### src/rtl/phsr_pkg.sv
`timescale 1ns / 1ps
`default_nettype none
// ----------------------------------------------------------------------------
// phsr_pkg: shared definitions for the packet header strip and restore core
// Holds field widths, register indexes, result codes and the configuration
// bundle that passes from the register file to the byte engine.
// ----------------------------------------------------------------------------
package phsr_pkg;

  localparam int MAX_HEADER_BYTES_DEF = 8;

  localparam int BYTE_W   = 8;
  localparam int LEN_W    = 4;
  localparam int HDR_W    = 64;
  localparam int SLOTS    = HDR_W / BYTE_W;
  localparam int SLOT_W   = $clog2(SLOTS);
  localparam int CFG_IX_W = 2;
  localparam int ERR_W    = 2;

  // Configuration register indexes.
  localparam logic [CFG_IX_W-1:0] REG_DIRECTION     = 2'd0;
  localparam logic [CFG_IX_W-1:0] REG_HEADER_LENGTH = 2'd1;
  localparam logic [CFG_IX_W-1:0] REG_HEADER_BYTES  = 2'd2;

  // Direction codes.
  localparam logic DIR_STRIP   = 1'b0;
  localparam logic DIR_RESTORE = 1'b1;

  // Result error codes.
  localparam logic [ERR_W-1:0] ERR_NONE      = 2'd0;
  localparam logic [ERR_W-1:0] ERR_TOO_SHORT = 2'd1;
  localparam logic [ERR_W-1:0] ERR_MISMATCH  = 2'd2;

  typedef struct packed {
    logic             direction;
    logic [LEN_W-1:0] length;    // already clamped to the header bound
    logic [HDR_W-1:0] header;
  } cfg_t;

endpackage : phsr_pkg
`default_nettype wire

### src/rtl/phsr_cfg.sv
`timescale 1ns / 1ps
`default_nettype none
// ----------------------------------------------------------------------------
// phsr_cfg: configuration register file
// Decodes register writes and presents the header length clamped to the bound.
// ----------------------------------------------------------------------------
module phsr_cfg #(
  parameter int MAX_HEADER_BYTES = phsr_pkg::MAX_HEADER_BYTES_DEF
) (
  input  wire                             clk,
  input  wire                             rst,
  input  wire                             cfg_valid,
  input  wire  [phsr_pkg::CFG_IX_W-1:0]   cfg_index,
  input  wire  [phsr_pkg::HDR_W-1:0]      cfg_data,
  output phsr_pkg::cfg_t                  cfg
);
  import phsr_pkg::*;

  localparam logic [LEN_W-1:0] MAX_LEN = LEN_W'(MAX_HEADER_BYTES);

  logic             direction;
  logic [LEN_W-1:0] header_length;
  logic [HDR_W-1:0] header_bytes;

  always_ff @(posedge clk) begin
    if (rst) begin
      direction     <= DIR_STRIP;
      header_length <= '0;
      header_bytes  <= '0;
    end else if (cfg_valid) begin
      case (cfg_index)
        REG_DIRECTION:     direction     <= cfg_data[0];
        REG_HEADER_LENGTH: header_length <= cfg_data[LEN_W-1:0];
        REG_HEADER_BYTES:  header_bytes  <= cfg_data;
        default: ;
      endcase
    end
  end

  always_comb begin
    cfg.direction = direction;
    cfg.length    = (header_length > MAX_LEN) ? MAX_LEN : header_length;
    cfg.header    = header_bytes;
  end

endmodule : phsr_cfg
`default_nettype wire

### src/rtl/phsr_engine.sv
`timescale 1ns / 1ps
`default_nettype none
// ----------------------------------------------------------------------------
// phsr_engine: byte engine with input and result registers
// Matches or inserts the header for the held byte and loads the result stage.
// ----------------------------------------------------------------------------
module phsr_engine (
  input  wire                             clk,
  input  wire                             rst,
  input  wire  phsr_pkg::cfg_t            cfg,
  input  wire                             in_valid,
  output logic                            in_ready,
  input  wire  [phsr_pkg::BYTE_W-1:0]     data_byte,
  input  wire                             end_of_packet,
  output logic                            out_valid,
  input  wire                             out_ready,
  output logic [phsr_pkg::BYTE_W-1:0]     out_byte,
  output logic                            byte_present,
  output logic                            last_of_packet,
  output logic [phsr_pkg::ERR_W-1:0]      error_code
);
  import phsr_pkg::*;

  // Input register.
  logic              held;
  logic [BYTE_W-1:0] held_byte;
  logic              held_eop;

  // Packet state.
  logic [LEN_W-1:0]  byte_position;
  logic              discarding;
  logic [SLOT_W-1:0] hdr_index;

  logic [LEN_W-1:0]  byte_position_next;
  logic              discarding_next;
  logic [SLOT_W-1:0] hdr_index_next;

  logic              out_adv;
  logic              inserting;
  logic              emit;
  logic              consume;
  logic [BYTE_W-1:0] r_byte;
  logic              r_present;
  logic              r_last;
  logic [ERR_W-1:0]  r_err;
  logic [BYTE_W-1:0] exp_byte;
  logic [LEN_W-1:0]  pos_inc;
  logic              bad;

  assign out_adv   = !out_valid || out_ready;
  assign inserting = held && (cfg.direction == DIR_RESTORE) && (cfg.length != '0) &&
                     (byte_position == '0);
  assign exp_byte  = cfg.header[{byte_position[SLOT_W-1:0], 3'b000} +: BYTE_W];
  assign pos_inc   = byte_position + LEN_W'(1);
  assign bad       = discarding || (held_byte != exp_byte);

  always_comb begin
    emit               = 1'b0;
    r_byte             = held_byte;
    r_present          = 1'b1;
    r_last             = held_eop;
    r_err              = ERR_NONE;
    byte_position_next = byte_position;
    discarding_next    = discarding;
    hdr_index_next     = hdr_index;

    if (inserting) begin
      // One header byte per cycle if not stalled; held byte waits for the last.
      emit   = 1'b1;
      r_byte = cfg.header[{hdr_index, 3'b000} +: BYTE_W];
      r_last = 1'b0;
      if ({1'b0, hdr_index} == LEN_W'(cfg.length - LEN_W'(1))) begin
        hdr_index_next     = '0;
        byte_position_next = cfg.length;
      end else begin
        hdr_index_next = hdr_index + SLOT_W'(1);
      end
    end else if (cfg.length == '0 || cfg.direction == DIR_RESTORE ||
                 byte_position >= cfg.length) begin
      emit = !(cfg.direction == DIR_STRIP && cfg.length != '0 && discarding);
      if (held_eop) begin
        byte_position_next = '0;
        discarding_next    = 1'b0;
      end
    end else begin
      r_byte    = '0;
      r_present = 1'b0;
      r_last    = 1'b1;
      if (pos_inc == cfg.length) begin
        if (bad) begin
          emit  = 1'b1;
          r_err = ERR_MISMATCH;
        end else begin
          emit = held_eop;
        end
        if (held_eop) begin
          byte_position_next = '0;
          discarding_next    = 1'b0;
        end else begin
          byte_position_next = cfg.length;
          discarding_next    = bad;
        end
      end else if (held_eop) begin
        emit               = 1'b1;
        r_err              = ERR_TOO_SHORT;
        byte_position_next = '0;
        discarding_next    = 1'b0;
      end else begin
        byte_position_next = pos_inc;
        discarding_next    = bad;
      end
    end
  end

  // A byte that gives no result may leave even while the result stage stalls.
  assign consume  = held && !inserting && (emit ? out_adv : 1'b1);
  assign in_ready = !held || consume;

  always_ff @(posedge clk) begin
    if (rst) begin
      held          <= 1'b0;
      out_valid     <= 1'b0;
      byte_position <= '0;
      discarding    <= 1'b0;
      hdr_index     <= '0;
    end else begin
      if (in_ready) begin
        held <= in_valid;
      end
      if (held && (consume || (inserting && out_adv))) begin
        byte_position <= byte_position_next;
        discarding    <= discarding_next;
        hdr_index     <= hdr_index_next;
      end
      if (out_adv) begin
        out_valid <= held && emit;
      end
    end
  end

  always_ff @(posedge clk) begin
    if (in_ready) begin
      held_byte <= data_byte;
      held_eop  <= end_of_packet;
    end
    if (out_adv && held && emit) begin
      out_byte       <= r_byte;
      byte_present   <= r_present;
      last_of_packet <= r_last;
      error_code     <= r_err;
    end
  end

endmodule : phsr_engine
`default_nettype wire

### src/rtl/packet_header_strip_and_restore_core.sv
`timescale 1ns / 1ps
`default_nettype none
// ----------------------------------------------------------------------------
// packet_header_strip_and_restore_core: packet header strip and restore
// Removes a configured packet header in strip mode or inserts it in restore
// mode, on a byte stream with an end-of-packet mark.
// ----------------------------------------------------------------------------
// The core takes one byte transaction per cycle unless out_ready holds it
// off, and returns results through a registered output stage, so a new byte
// is accepted while a result waits. In strip mode the header bytes of each
// packet give no results, a mismatch gives a single error result at the end
// of the header span and the rest of the packet is dropped, and a packet that
// ends inside the header gives a single too-short error. In restore mode the
// first byte of each packet is preceded by the clamped header_length header
// bytes, one per cycle while the result stage is not stalled. The rate is set
// by the single result register, which carries one result per cycle while
// out_ready is high. Configuration is written through its own port, which is
// always ready, and must only be changed while no packet is in flight.
// ----------------------------------------------------------------------------
module packet_header_strip_and_restore_core #(
  parameter int MAX_HEADER_BYTES = phsr_pkg::MAX_HEADER_BYTES_DEF
) (
  input  wire                             clk,
  input  wire                             rst,
  // Configuration write channel.
  input  wire                             cfg_valid,
  output logic                            cfg_ready,
  input  wire  [phsr_pkg::CFG_IX_W-1:0]   cfg_index,
  input  wire  [phsr_pkg::HDR_W-1:0]      cfg_data,
  // Input byte channel.
  input  wire                             in_valid,
  output logic                            in_ready,
  input  wire  [phsr_pkg::BYTE_W-1:0]     data_byte,
  input  wire                             end_of_packet,
  // Result channel.
  output logic                            out_valid,
  input  wire                             out_ready,
  output logic [phsr_pkg::BYTE_W-1:0]     out_byte,
  output logic                            byte_present,
  output logic                            last_of_packet,
  output logic [phsr_pkg::ERR_W-1:0]      error_code
);
  import phsr_pkg::*;

  cfg_t cfg;

  // Register writes complete in the cycle they are presented.
  assign cfg_ready = 1'b1;

  phsr_cfg #(
    .MAX_HEADER_BYTES(MAX_HEADER_BYTES)
  ) u_cfg (
    .clk       (clk),
    .rst       (rst),
    .cfg_valid (cfg_valid),
    .cfg_index (cfg_index),
    .cfg_data  (cfg_data),
    .cfg       (cfg)
  );

  // The engine holds one byte, walks the header span and owns the result stage.
  phsr_engine u_engine (
    .clk            (clk),
    .rst            (rst),
    .cfg            (cfg),
    .in_valid       (in_valid),
    .in_ready       (in_ready),
    .data_byte      (data_byte),
    .end_of_packet  (end_of_packet),
    .out_valid      (out_valid),
    .out_ready      (out_ready),
    .out_byte       (out_byte),
    .byte_present   (byte_present),
    .last_of_packet (last_of_packet),
    .error_code     (error_code)
  );

endmodule : packet_header_strip_and_restore_core
`default_nettype wire

### config.mk
export PLATFORM = sky130hd
export DESIGN_NAME = packet_header_strip_and_restore_core
export DESIGN_NICKNAME = d
export VERILOG_FILES = /design/src/rtl/phsr_pkg.sv /design/src/rtl/phsr_cfg.sv /design/src/rtl/phsr_engine.sv /design/src/rtl/packet_header_strip_and_restore_core.sv
export SDC_FILE = /design/constraint.sdc
export NUM_CORES = 1
export LEC_CHECK = 0
export ABC_AREA = 1
export BUFFER_PORTS_ARGS = -buffer_cell sky130_fd_sc_hd__clkbuf_2
export CORE_MARGIN = 8
export CORE_UTILIZATION = 40
export DETAILED_ROUTE_END_ITERATION = 8
export PLACE_DENSITY = 0.58
export SLEW_MARGIN = 10
export SYNTH_ARGS = -nofsm -noshare
export SYNTH_HDL_FRONTEND = slang
export SYNTH_SLANG_ARGS = --single-unit
### constraint.sdc
create_clock -name clk -period 2.9 [get_ports clk]
set_input_delay 0.435 -clock clk [delete_from_list [all_inputs] [get_ports clk]]
set_output_delay 0.435 -clock clk [all_outputs]
set_load 0.1 [all_outputs]
; Yosys cells after proc, flatten, opt, wreduce, memory -nomap -nowiden
; Index checks and enable logic that the tools add are counted.
[classes]
add_sub_neg = 3
order_cmp = 2
n_eq_ne = 8
shifts = 2
mux = 25
bitwise = 2
n_reduce_logical = 33
[ops]
columns = operator, n
row1 = 64-bit by 7-bit variable part select with 8-bit output, 2
row2 = 4-bit 2-to-1 mux, 8
row3 = 8-bit 2-to-1 mux, 2
row4 = 1-bit logical AND, 12
row5 = 1-bit 2-to-1 mux, 12
row6 = 4-bit zero test, 2
row7 = 8-bit != test, 1
row8 = 2-bit AND reduction, 4
row9 = 1-bit logical OR, 6
row10 = 3-bit AND reduction, 2
row11 = "4-bit by 1-bit adder with 4-bit output, second input constant", 1
row12 = 3-bit by 4-bit == test with 1-bit output, 1
row13 = 4-bit == test, 1
row14 = 4-bit greater-or-equal comparator, 1
row15 = "4-bit > comparator, second input constant", 1
row16 = 1-bit zero test, 4
row17 = 2-bit 2-to-1 mux, 2
row18 = 4-bit nonzero test, 1
row19 = "4-bit by 1-bit subtractor with 4-bit output, second input constant", 1
row20 = "3-bit by 1-bit adder with 3-bit output, second input constant", 1
row21 = 3-bit 2-to-1 mux, 1
row22 = "3-bit by 1-bit != test with 1-bit output, second input constant", 1
row23 = "2-bit by 1-bit == test with 1-bit output, second input constant", 1
row24 = "2-bit == test, second input constant", 1
row25 = 5 further kinds, 6
[totals]
reg_bits = 100
input_bits = 80
output_inout_bits = 15
word_cells = 89

; Depth between registers and ports, before layout
; Gate-level depths: netlist of run 1.
[logic_depth]
word_depth = 13
depth_mapped = 18
mapped_depth_nobuf = 18

; Modules after synthesis
; Synthesis of run 1 repeated with hierarchy kept, for this count alone.
[unflattened]
hier_cells = 916
area_unflattened_um2 = 5849.4
[modules_own_cells]
columns = mod, n_inst, cells_per_inst, area_each_um2
row1 = phsr_engine, 1, 468, 2951.6
row2 = phsr_cfg, 1, 446, 2886.5
row3 = packet_header_strip_and_restore_core, 1, 2, 11.3

; Least setup slack after synthesis of run 1
; Ideal clock, no wire load.
[synth_path]
kind = reg2out
startpoint = reg u_cfg.header_length[2]
endpoint = out in_ready
arrival_time_ns = 2.753
t_required_ns = 2.465
setup_slack_ns = -0.288
path_stages_with_launch = 17
cell_sequence = dfxtp_1 -> inv_1 -> nand3_1 -> a21oi_1 -> inv_1 -> ha_1 -> nand3_1 -> inv_2 -> nor2_1 -> inv_2 -> nor2_2 -> inv_1 -> nor2_2 -> nand2_2 -> nand3_4 -> nand2_1 -> nand2_1
[synth_via]
elab_chain_len = 11
elab_cells_between_ends = 21
[synth_lines]
columns = element, line_no
row1 = from (decl), phsr_cfg.sv:22  ; logic [LEN_W-1:0] header_length;
row2 = from (signal assigned), phsr_cfg.sv:33  ; REG_HEADER_LENGTH: header_length <= cfg_data[LEN_W-1:0];
row3 = 4-bit > comparator, phsr_cfg.sv:42  ; cfg.length = (header_length > MAX_LEN) ? MAX_LEN : header_length;
row4 = 4-bit 2-to-1 mux *, phsr_cfg.sv:42
row5 = branches (longest 7 deep; another with 4-bit greater-or-equal comparator), n/a
row6 = 1-bit logical AND *, phsr_engine.sv:116  ; assign consume = held && !inserting && (emit ? out_adv : 1'b1);
row7 = 1-bit logical OR *, phsr_engine.sv:117  ; assign in_ready = !held || consume;
row8 = to (decl), packet_header_strip_and_restore_core.sv:32  ; output logic in_ready,
; Mark *: on every way between the ends.

; Worst setup path in the final report of run 1
[layout_path]
startpoint = reg u_cfg.header_length[1]
endpoint = out in_ready
; Same word-level chain as after synthesis.

==> results.cfg, run 1 <==
[finish]
nets = 916
drive_gt1_share_pct = 21.8
final_util_pct = 49.1
final_area_um2 = 6430
n_antenna_cell = 0
syn2layout_area_growth_pct = 21.6

[setup_path]
critPathCaptureType = output port
setup.worst_path.class = reg -> out
rrSetupSlack_ns = 0.52
path_max_fanout = 3
r2r-start = u_cfg.header_length[1]
endpoint = in_ready
reg2reg_to = u_engine.byte_position[0]
worstPathRequired_ns = 2.47
startpoint = u_cfg.header_length[1]
start_kind = register
reg2reg_depth = 19
crit_arrival_ns = 2.38

[synthesis]
yosysMostFrequentCell = o21ai_0
synth-main-ff-cell = dfxtp_1
synthTopCellsByArea = dfxtp_1, edfxtp_1, o21ai_0
synthesis.nets = 822
ys_types = 37
synth_top_cell_by_area = dfxtp_1
synth_seq_cells = 100
synth_common_cells = o21ai_0, nand2_1, a21oi_1
netlist_instances = 734
ys_seq_area_share_pct = 41.9
synth_warnings = 0
yosysTopAreaCellShare_pct = 29.9
synth_edf_count = 21
synthArstFlopShare_pct = 0
synth.avg_cell_area_um2 = 7.20
syn-cell-area_um2 = 5290

[die]
fp.dieArea_um2 = 17100
die_x_um = 131
coreArea_um2 = 13100
start_util_pct = 40.4
die_y_um = 131
num_io_pins = 95
row_count = 42

[placement]
place_area_um2 = 5980
place.gp.congestion = 0.894
hpwl_um = 12500
place_ws_ns = 0.109
numPortBuffers = 93

[cts]
cts_buffers = 9
clockBufferDepth = 2
cts_hold_buf = 0
insertion_delay_ns = 0.35
clockRootBuffer = clkbuf_16
h-tree-depth = 3
cts_tree = yes
cts.sinks = 100
clk_pin_slew_ns = 0.07

[global_routing]
grt_antenna_before_repair = 0
gr-total-overflow = 0
grt_first_pass_wirelength_um = 26900
grt_max_degree = 72
grt_usage_pct = 20.4
grt_pass1_vias = 5283

[power]
pwr-share-comb_pct = 19.7
leakagePower_nw = 2.74
ir_drop_mv = 0.401
powerDensity_nw_per_um2 = 520
switching_share_pct = 30.1
clockPowerShare_pct = 34.2
power.switching_mw = 1.01
p_total_mw = 3.34
power_frac_seq_pct = 46.1
p_int_mw = 2.34

[timing]
setup_slack_ns = 0.0874
tns_ns = 0
finalMaxSlewViolations = 0
max_freq_mhz = 356
max_slew_margin_pct = 29.3
period_minus_slack_ns = 2.81
period_share_pct = 97.0
final-hold-violation-count = 0
rsz0062_at_grt = yes
tightest_slew_ns = 1.06
clock_skew_ns = 0.00766
finalSetupViolations = 0

[worst_hold_path]
min_path_type = in -> reg

[route]
wl_per_cell_um = 16.7
drt_first_pass_iters = 7
drt-total-wl_um = 16800
vias_per_cell = 5.20
ant_nets = 0
dr_total_vias = 5250
drtIter0Drc = 394
drc = 0

[outcome]
status = finished clean

[job]
max_cap_violations = 0
-- cell families after synthesis --
family,count (synthesis),share of synthesized area [%]
fa+ha+maj,8,1.89
flops,100,41.9
xor+xnor,8,1.33
buf+inv,144,11.6
compound gates,233,23.3
simple gates,240,20.0
other cells,1,0.0710
-- power by group through the flow --
stage          sequential, mW  clock (mW)  combinational [mW]
4_1_cts                  1.54        1.16               0.642
3_5_place_dp             1.57           0               0.625
3_3_place_gp             1.57           0               0.619
6_report                 1.54        1.14               0.658
2_1_floorplan            1.64           0               0.353
5_1_grt                  1.55        1.22               0.731
-- what timing repair did --
| action | CTS | global route |
|---|---|---|
| endpoints found under the setup margin | 1 | 1 |
| pin swaps | 6 | 8 |
| setup buffers | 5 | 3 |
| gates resized for setup | 17 | 19 |
-- worst max-delay path: stages, from the launching register on --
cell,delay [ns]
dfxtp_2,0.32
inv_2,0.08
nand3_2,0.10
a21oi_2,0.18
buf_4,0.15
ha_4,0.12
inv_2,0.03
a21oi_2,0.12
o211ai_1,0.15
nor2_4,0.16
inv_2,0.07
nor2_4,0.09
nand2_2,0.08
nand3_4,0.07
nand2_4,0.05
nand2_4,0.08
buf_12,0.17
-- registers in the layout, indices dropped and copies added, names as in the netlist --
name,cells
u_cfg.header_bytes,64
u_engine.held_byte,8
u_engine.out_byte,8
u_cfg.header_length,4
u_engine.byte_position,4
u_engine.hdr_index,3
u_engine.error_code,2
u_cfg.direction,1
u_engine.byte_present,1
u_engine.discarding,1
u_engine.held,1
u_engine.held_eop,1
u_engine.last_of_packet,1
u_engine.out_valid,1
-- metrics by stage --
stage	cells	hold slack, ns
2_1_floorplan	734	0.440
3_3_place_gp	985	0.451
3_5_place_dp	985	0.454
4_1_cts	1006	0.250
5_1_grt	1009	0.244
6_report	1009	0.261
-- worst min-delay path by stage --
stage | depth (start not counted) | slack, ns | endpoint | startpoint
floorplan | 2 | 0.44 | u_cfg.header_bytes[63] | u_cfg.header_bytes[63]
detailed placement | 2 | 0.45 | u_cfg.header_bytes[1] | u_cfg.header_bytes[1]
CTS | 1 | 0.25 | u_engine.held_byte[6] | data_byte[6]
global placement | 2 | 0.45 | u_cfg.header_bytes[1] | u_cfg.header_bytes[1]
global route | 1 | 0.24 | u_engine.held_byte[3] | data_byte[3]
finish | 1 | 0.26 | u_engine.held_byte[3] | data_byte[3]
-- layout by cell type (no fill, tap or decap), types with 21 or more instances in the layout --
| cell | netlist | routed |
|---|---|---|
| clkbuf_2 | 0 | 93 |
| edfxtp_1 | 21 | 21 |
| inv_1 | 90 | 84 |
| o21ai_0 | 118 | 118 |
| a21oi_1 | 91 | 89 |
| nand3_1 | 64 | 61 |
| nor2_1 | 49 | 46 |
| dfxtp_1 | 79 | 74 |
| nand2_1 | 104 | 102 |
| buf_4 | 8 | 33 |
-- routing by layer --
layer,up-vias,track usage (%),share of wire (%)
li1,2639,-,-
met5,-,0,0
met4,0,7.09,1.9
met3,29,4.79,5.0
met1,2436,24.9,45
met2,146,34.4,48
-- area by class of cell --
type                       instances  area, µm²
clock buffer                      13        251
clock inverter                     3       22.5
inverter                          97        373
timing repair buffer             130        791
multi-input combinational        490       2550
fill                            1339       6660
sequential                       100       2220
tap                              176        220
(Power assumes the default switching activity.)
==> inputs of run 2 (changes only) <==
--- a/config.mk
+++ b/config.mk
@@ -8,9 +8,9 @@
 export ABC_AREA = 1
 export BUFFER_PORTS_ARGS = -buffer_cell sky130_fd_sc_hd__clkbuf_2
 export CORE_MARGIN = 8
-export CORE_UTILIZATION = 40
+export CORE_UTILIZATION = 56
 export DETAILED_ROUTE_END_ITERATION = 8
-export PLACE_DENSITY = 0.58
+export PLACE_DENSITY = 0.78
 export SLEW_MARGIN = 10
 export SYNTH_ARGS = -nofsm -noshare
 export SYNTH_HDL_FRONTEND = slang
==> run 2 against run 1 <==
Net effect:
- the run now ends with setup timing left
- global-route usage is 4.3 points higher
- cell count decreased by 5.3%
- largest power group unchanged
- utilization grew 20 points
- maximum frequency is 3.4% lower
- clock skew up 0.0048 ns
==> results.cfg, run 2 (synthesis gave the netlist of run 1 again) <==
[finish]
nets = 928
final_common_cell = o21ai_0
syn2layout_area_growth_pct = 21.1
drive_gt1_share_pct = 24.4
reg_top3 = u_cfg.header_bytes x64, u_engine.held_byte x8, u_engine.out_byte x8
largest_reg_flops = 64
layout_common_cells = o21ai_0, nand2_1, clkbuf_2
top_register = u_cfg.header_bytes
final_util_pct = 69.6
n_antenna_cell = 0

[route]
ant_nets = 0
drt_first_pass_iters = 5
drt-total-wl_um = 16000
wl_per_cell_um = 16.8
drc = 0
drtIter0Drc = 461
dr_total_vias = 5475
vias_per_cell = 5.73

[power]
p_total_mw = 3.08
leakagePower_nw = 2.76
ir_drop_mv = 0.285
powerDensity_nw_per_um2 = 481

[timing]
period_minus_slack_ns = 2.91
clock_skew_ns = 0.0125
setup_slack_ns = -0.0107
finalMaxSlewViolations = 0
max_freq_mhz = 344
final-hold-violation-count = 0
rsz0062_at_grt = yes
tightest_slew_ns = 0.681
finalSetupViolations = 1
period_share_pct = 100
max_slew_margin_pct = 54.5

[job]
max_cap_violations = 0

[outcome]
violations = setup timing
status = complete, but fails checks

[die]
row_count = 35
die_x_um = 113
start_util_pct = 57.5
fp.dieArea_um2 = 12800
die_y_um = 113
coreArea_um2 = 9200
num_io_pins = 95

[global_routing]
grt_first_pass_wirelength_um = 25600
gr-total-overflow = 0
grt_max_degree = 71
grt_antenna_before_repair = 0
grt_usage_pct = 24.7
grt_pass1_vias = 5249

[cts]
clk_pin_slew_ns = 0.11
clockBufferDepth = 2
insertion_delay_ns = 0.38
h-tree-depth = 3
cts.sinks = 100
cts_buffers = 9
clockRootBuffer = clkbuf_8
cts_tree = yes

[placement]
hpwl_um = 11500
numPortBuffers = 93
place_ws_ns = 0.0807
place.gp.congestion = 0.919

[setup_path]
crit_arrival_ns = 2.48
worstPathRequired_ns = 2.47
setup.worst_path.class = reg -> out
start_kind = register
rrSetupSlack_ns = 0.01
path_max_fanout = 3
critPathCaptureType = output port

[worst_hold_path]
min_path_type = in -> reg
==> run 2: report_power, final <==
| part | internal (mW) | switching [mW] |
|---|---|---|
| Combinational | 0.240 | 0.439 |
| Clock | 0.331 | 0.522 |
| Sequential | 1.50 | 0.0473 |
| Total | 2.07 | 1.01 |
==> run 2: critical path, stage by stage (launching register included) <==
cell	delay, ns
dfxtp_2	0.33
inv_2	0.09
nand3_2	0.09
a21oi_2	0.17
buf_4	0.15
ha_4	0.20
nand4_1	0.07
o211ai_1	0.17
nor2_4	0.18
inv_2	0.08
nor2_4	0.10
nand2_2	0.10
nand3_4	0.08
nand2_4	0.06
nand2_4	0.07
buf_12	0.18
==> run 2: routing by layer <==
metal / global-route usage (%) / share of wire, % / vias up
met3: 4.58 / 8.0 / 52
met4: 11.0 / 3.2 / 0
met1: 29.9 / 40 / 2479
li1: - / - / 2659
met2: 41.9 / 48 / 285
met5: 0 / 0 / -
==> run 2: cell type report <==
| type | count | area (µm²) |
|---|---|---|
| Clock buffer | 11 | 133 |
| Sequential cell | 100 | 2220 |
| Fill cell | 790 | 2800 |
| Clock inverter | 5 | 45.0 |
| Multi-Input combinational cell | 490 | 2610 |
| Tap cell | 111 | 139 |
| Timing Repair Buffer | 142 | 872 |
| Inverter | 97 | 375 |
==> run 2: what timing repair did <==
item | 4_1_cts | 5_1_grt
resized for setup | 24 | 26
hold buffers | 0 | 0
setup endpoints to repair | 1 | 7
pin swaps | 8 | 12
setup buffers | 19 | 10
==> run 2: per-stage QoR <==
stage | instances | cell area [µm²] | TNS (ns) | hold WS, ns
after floorplan | 734 | 5290 | 0 | 0.440
after global placement | 913 | 5840 | 0 | 0.454
after detailed placement | 913 | 5840 | 0 | 0.456
after CTS | 948 | 6240 | 0 | 0.231
after global routing | 956 | 6400 | -0.152 | 0.223
final | 956 | 6400 | -0.0107 | 0.226
==> run 2: final timing paths <==
| path | end | cells past startpoint | from |
|---|---|---|---|
| setup / recovery | in_ready | 15 | u_cfg.header_length[1] |
| hold / removal | u_engine.held_eop | 1 | end_of_packet |
| setup reg to reg | u_engine.byte_position[0] | 22 | u_cfg.header_length[1] |
| hold reg to reg | u_cfg.header_bytes[1] | 2 | u_cfg.header_bytes[1] |
==> inputs of run 3 (changes only) <==
--- a/config.mk
+++ b/config.mk
@@ -8,10 +8,12 @@
 export ABC_AREA = 1
 export BUFFER_PORTS_ARGS = -buffer_cell sky130_fd_sc_hd__clkbuf_2
 export CORE_MARGIN = 8
-export CORE_UTILIZATION = 56
+export CORE_UTILIZATION = 57
 export DETAILED_ROUTE_END_ITERATION = 8
+export GPL_TIMING_DRIVEN = 0
 export PLACE_DENSITY = 0.78
 export SLEW_MARGIN = 10
 export SYNTH_ARGS = -nofsm -noshare
 export SYNTH_HDL_FRONTEND = slang
+export SYNTH_HIERARCHICAL = 1
 export SYNTH_SLANG_ARGS = --single-unit
==> run 3 against run 2 <==
Net effect:
- the run still ends with setup timing left
- sequential power about the same
- global-route usage increased by 1.6 points
- hold slack improved by 0.0057 ns
- synthesized cell count increased by 25%
- combinational power increased by 24%
==> results.cfg, run 3 <==
[outcome]
violations = setup timing
status = complete, but fails checks

[timing]
finalSetupViolations = 14
final-hold-violation-count = 0
setup_slack_ns = -0.143
period_minus_slack_ns = 3.04
clock_skew_ns = 0.0117
tightest_slew_ns = 1.12
period_share_pct = 105
max_slew_margin_pct = 25.2
rsz0062_at_grt = yes
max_freq_mhz = 329
finalMaxSlewViolations = 0

[cts]
clk_pin_slew_ns = 0.10
cts_buffers = 9
cts_hold_buf = 0
insertion_delay_ns = 0.37
cts.sinks = 100
h-tree-depth = 3
clockBufferDepth = 2
cts_tree = yes
clockRootBuffer = clkbuf_8

[setup_path]
reg2reg_depth = 9
crit_arrival_ns = 2.61
path_cells = nor2_4 -> inv_2 -> ha_4 -> nand4_1 -> o211ai_1 -> nor2_4 -> inv_2 -> nor2_4 -> nand2_1 -> nand2_1 -> nand2_2 -> o211ai_1 -> clkbuf_8
path_max_fanout = 5
start_kind = register
cp_slowest_stage_delay_ns = 0.40
worstPathRequired_ns = 2.47
critPathSlowestCell = dfxtp_4
crit_path_frequent_cell = nor2_4
setup.worst_path.class = reg -> out
critPathCaptureType = output port

[route]
drtIter0Drc = 695
vias_per_cell = 5.19
wl_per_cell_um = 15.7
dr_total_vias = 6202
ant_nets = 0
drc = 0
drt_first_pass_iters = 5
drt-total-wl_um = 18800

[power]
ir_drop_mv = 0.323
p_total_mw = 3.32
leakagePower_nw = 3.61
powerDensity_nw_per_um2 = 455

[synthesis]
synth-main-ff-cell = dfxtp_1
synth_warnings = 6
ys_types = 36
netlist_instances = 916
synth_common_cells = nand2_1, nor2_1, inv_1
synth_top_cell_by_area = dfxtp_1
yosysTopAreaCellShare_pct = 27.0
synth_seq_cells = 100
synthArstFlopShare_pct = 0
synthesis.nets = 1004
synthTopCellsByArea = dfxtp_1, nand2_1, nor2_1
syn-cell-area_um2 = 5850
ys_seq_area_share_pct = 37.8
synth_edf_count = 21
synth.avg_cell_area_um2 = 6.39
yosysMostFrequentCell = nand2_1

[global_routing]
gr-total-overflow = 0
grt_first_pass_wirelength_um = 29600
grt_pass1_vias = 5944
grt_antenna_before_repair = 0
grt_max_degree = 17
grt_usage_pct = 26.4

[finish]
final_common_cell = nand2_1
regArea_um2 = 2230
reg_top3 = u_cfg/header_bytes x64, u_engine/held_byte x8, u_engine/out_byte x8
largest_reg_flops = 64
top_register = u_cfg/header_bytes
layout_common_cells = nand2_1, nor2_1, inv_1
final_area_um2 = 7290
syn2layout_area_growth_pct = 24.7
num-fill-cells = 897
drive_gt1_share_pct = 21.6
n_antenna_cell = 0
fin_cells = 1196
nets = 1143
multi_input_area_um2 = 3000

[placement]
place.gp.congestion = 0.969
numPortBuffers = 93
place_inst = 1145
place_area_um2 = 6540
hpwl_um = 12900

[die]
row_count = 37
coreArea_um2 = 10100
start_util_pct = 57.7
fp.dieArea_um2 = 13800
num_io_pins = 95
die_y_um = 117
die_x_um = 117

[worst_hold_path]
min_path_type = in -> reg
holdPathStages = 1

[job]
max_cap_violations = 0
[run 3: changes by cell type after synthesis, sizes merged, moves of 3 or more]
| cell | before | now |
|---|---|---|
| a21oi | 91 | 39 |
| buf | 13 | 30 |
| clkbuf | 34 | 16 |
| inv | 94 | 147 |
| nand2 | 105 | 236 |
| nand3 | 69 | 64 |
| nand4 | 6 | 1 |
| nor2 | 51 | 184 |
| nor3 | 7 | 1 |
| o211ai | 14 | 10 |
| o21ai | 120 | 52 |
| xor2 | 4 | 7 |
[run 3: critical path: cells and delay by family (launching register included)]
kind	cells	cell delay [ns]
and+or+nand+nor	7	0.79
buffers and inverters	3	0.45
DFF	1	0.40
AOI/OAI and AO/OA	2	0.34
adders and majority gates	1	0.24
[run 3: worst paths after layout]
path                                                start                    to  slack [ns]
worst max-delay path               u_cfg/header_length[3]              in_ready       -0.14
worst max register to register  u_engine/byte_position[1]  u_engine/out_byte[7]       -0.08
worst min-delay path                        end_of_packet     u_engine/held_eop        0.23
worst min register to register            u_cfg/direction       u_cfg/direction        0.51
[run 3: routing by layer]
metal / share of wire [%] / global-route usage [%] / vias to the layer above
met1: 41 / 31.8 / 2744
met4: 4.1 / 13.5 / 0
met2: 47 / 42.9 / 306
li1: - / - / 3087
met5: 0 / 0 / -
met3: 7.6 / 6.19 / 65
[run 3: stage by stage]
stage	utilization, %	TNS, ns	hold slack [ns]	setup slack (ns)
5_1_grt	71.9	-3.74	0.217	-0.270
3_5_place_dp	64.5	-5.23	0.480	-0.882
3_3_place_gp	64.5	-4.36	0.474	-0.844
2_1_floorplan	-	-6.53	0.453	-0.600
4_1_cts	69.8	-0.581	0.221	-0.125
6_report	71.9	-1.12	0.232	-0.143
[run 3: area by class of cell]
type,count,area share (%)
sequential,100,30.5
buffer,46,5.30
inverter,150,7.87
multi-input combinational,620,41.1
tap,136,2.33
clock inverter,5,0.841
clock buffer,11,1.80
timing repair buffer,128,10.2
[run 3: kinds of logic after synthesis]
logic type	share of synthesized area (%)
and+or+nand+nor	33.3
buffers and inverters	15.1
AOI/OAI and AO/OA	10.6
DFF	37.8
xor gates and xnor gates	1.50
adders and majority gates	1.71
other	0.0641
[run 3: what timing repair did]
action,in CTS,in global routing
pin swaps,12,21
setup buffers,28,10
gates resized for setup,34,37
setup endpoints to repair,24,22
[run 3: power breakdown]
part | total [mW] | internal, mW | switching (mW)
clock network | 0.914 | 0.403 | 0.511
logic | 0.844 | 0.313 | 0.531
registers | 1.56 | 1.50 | 0.0614
total | 3.32 | 2.22 | 1.10
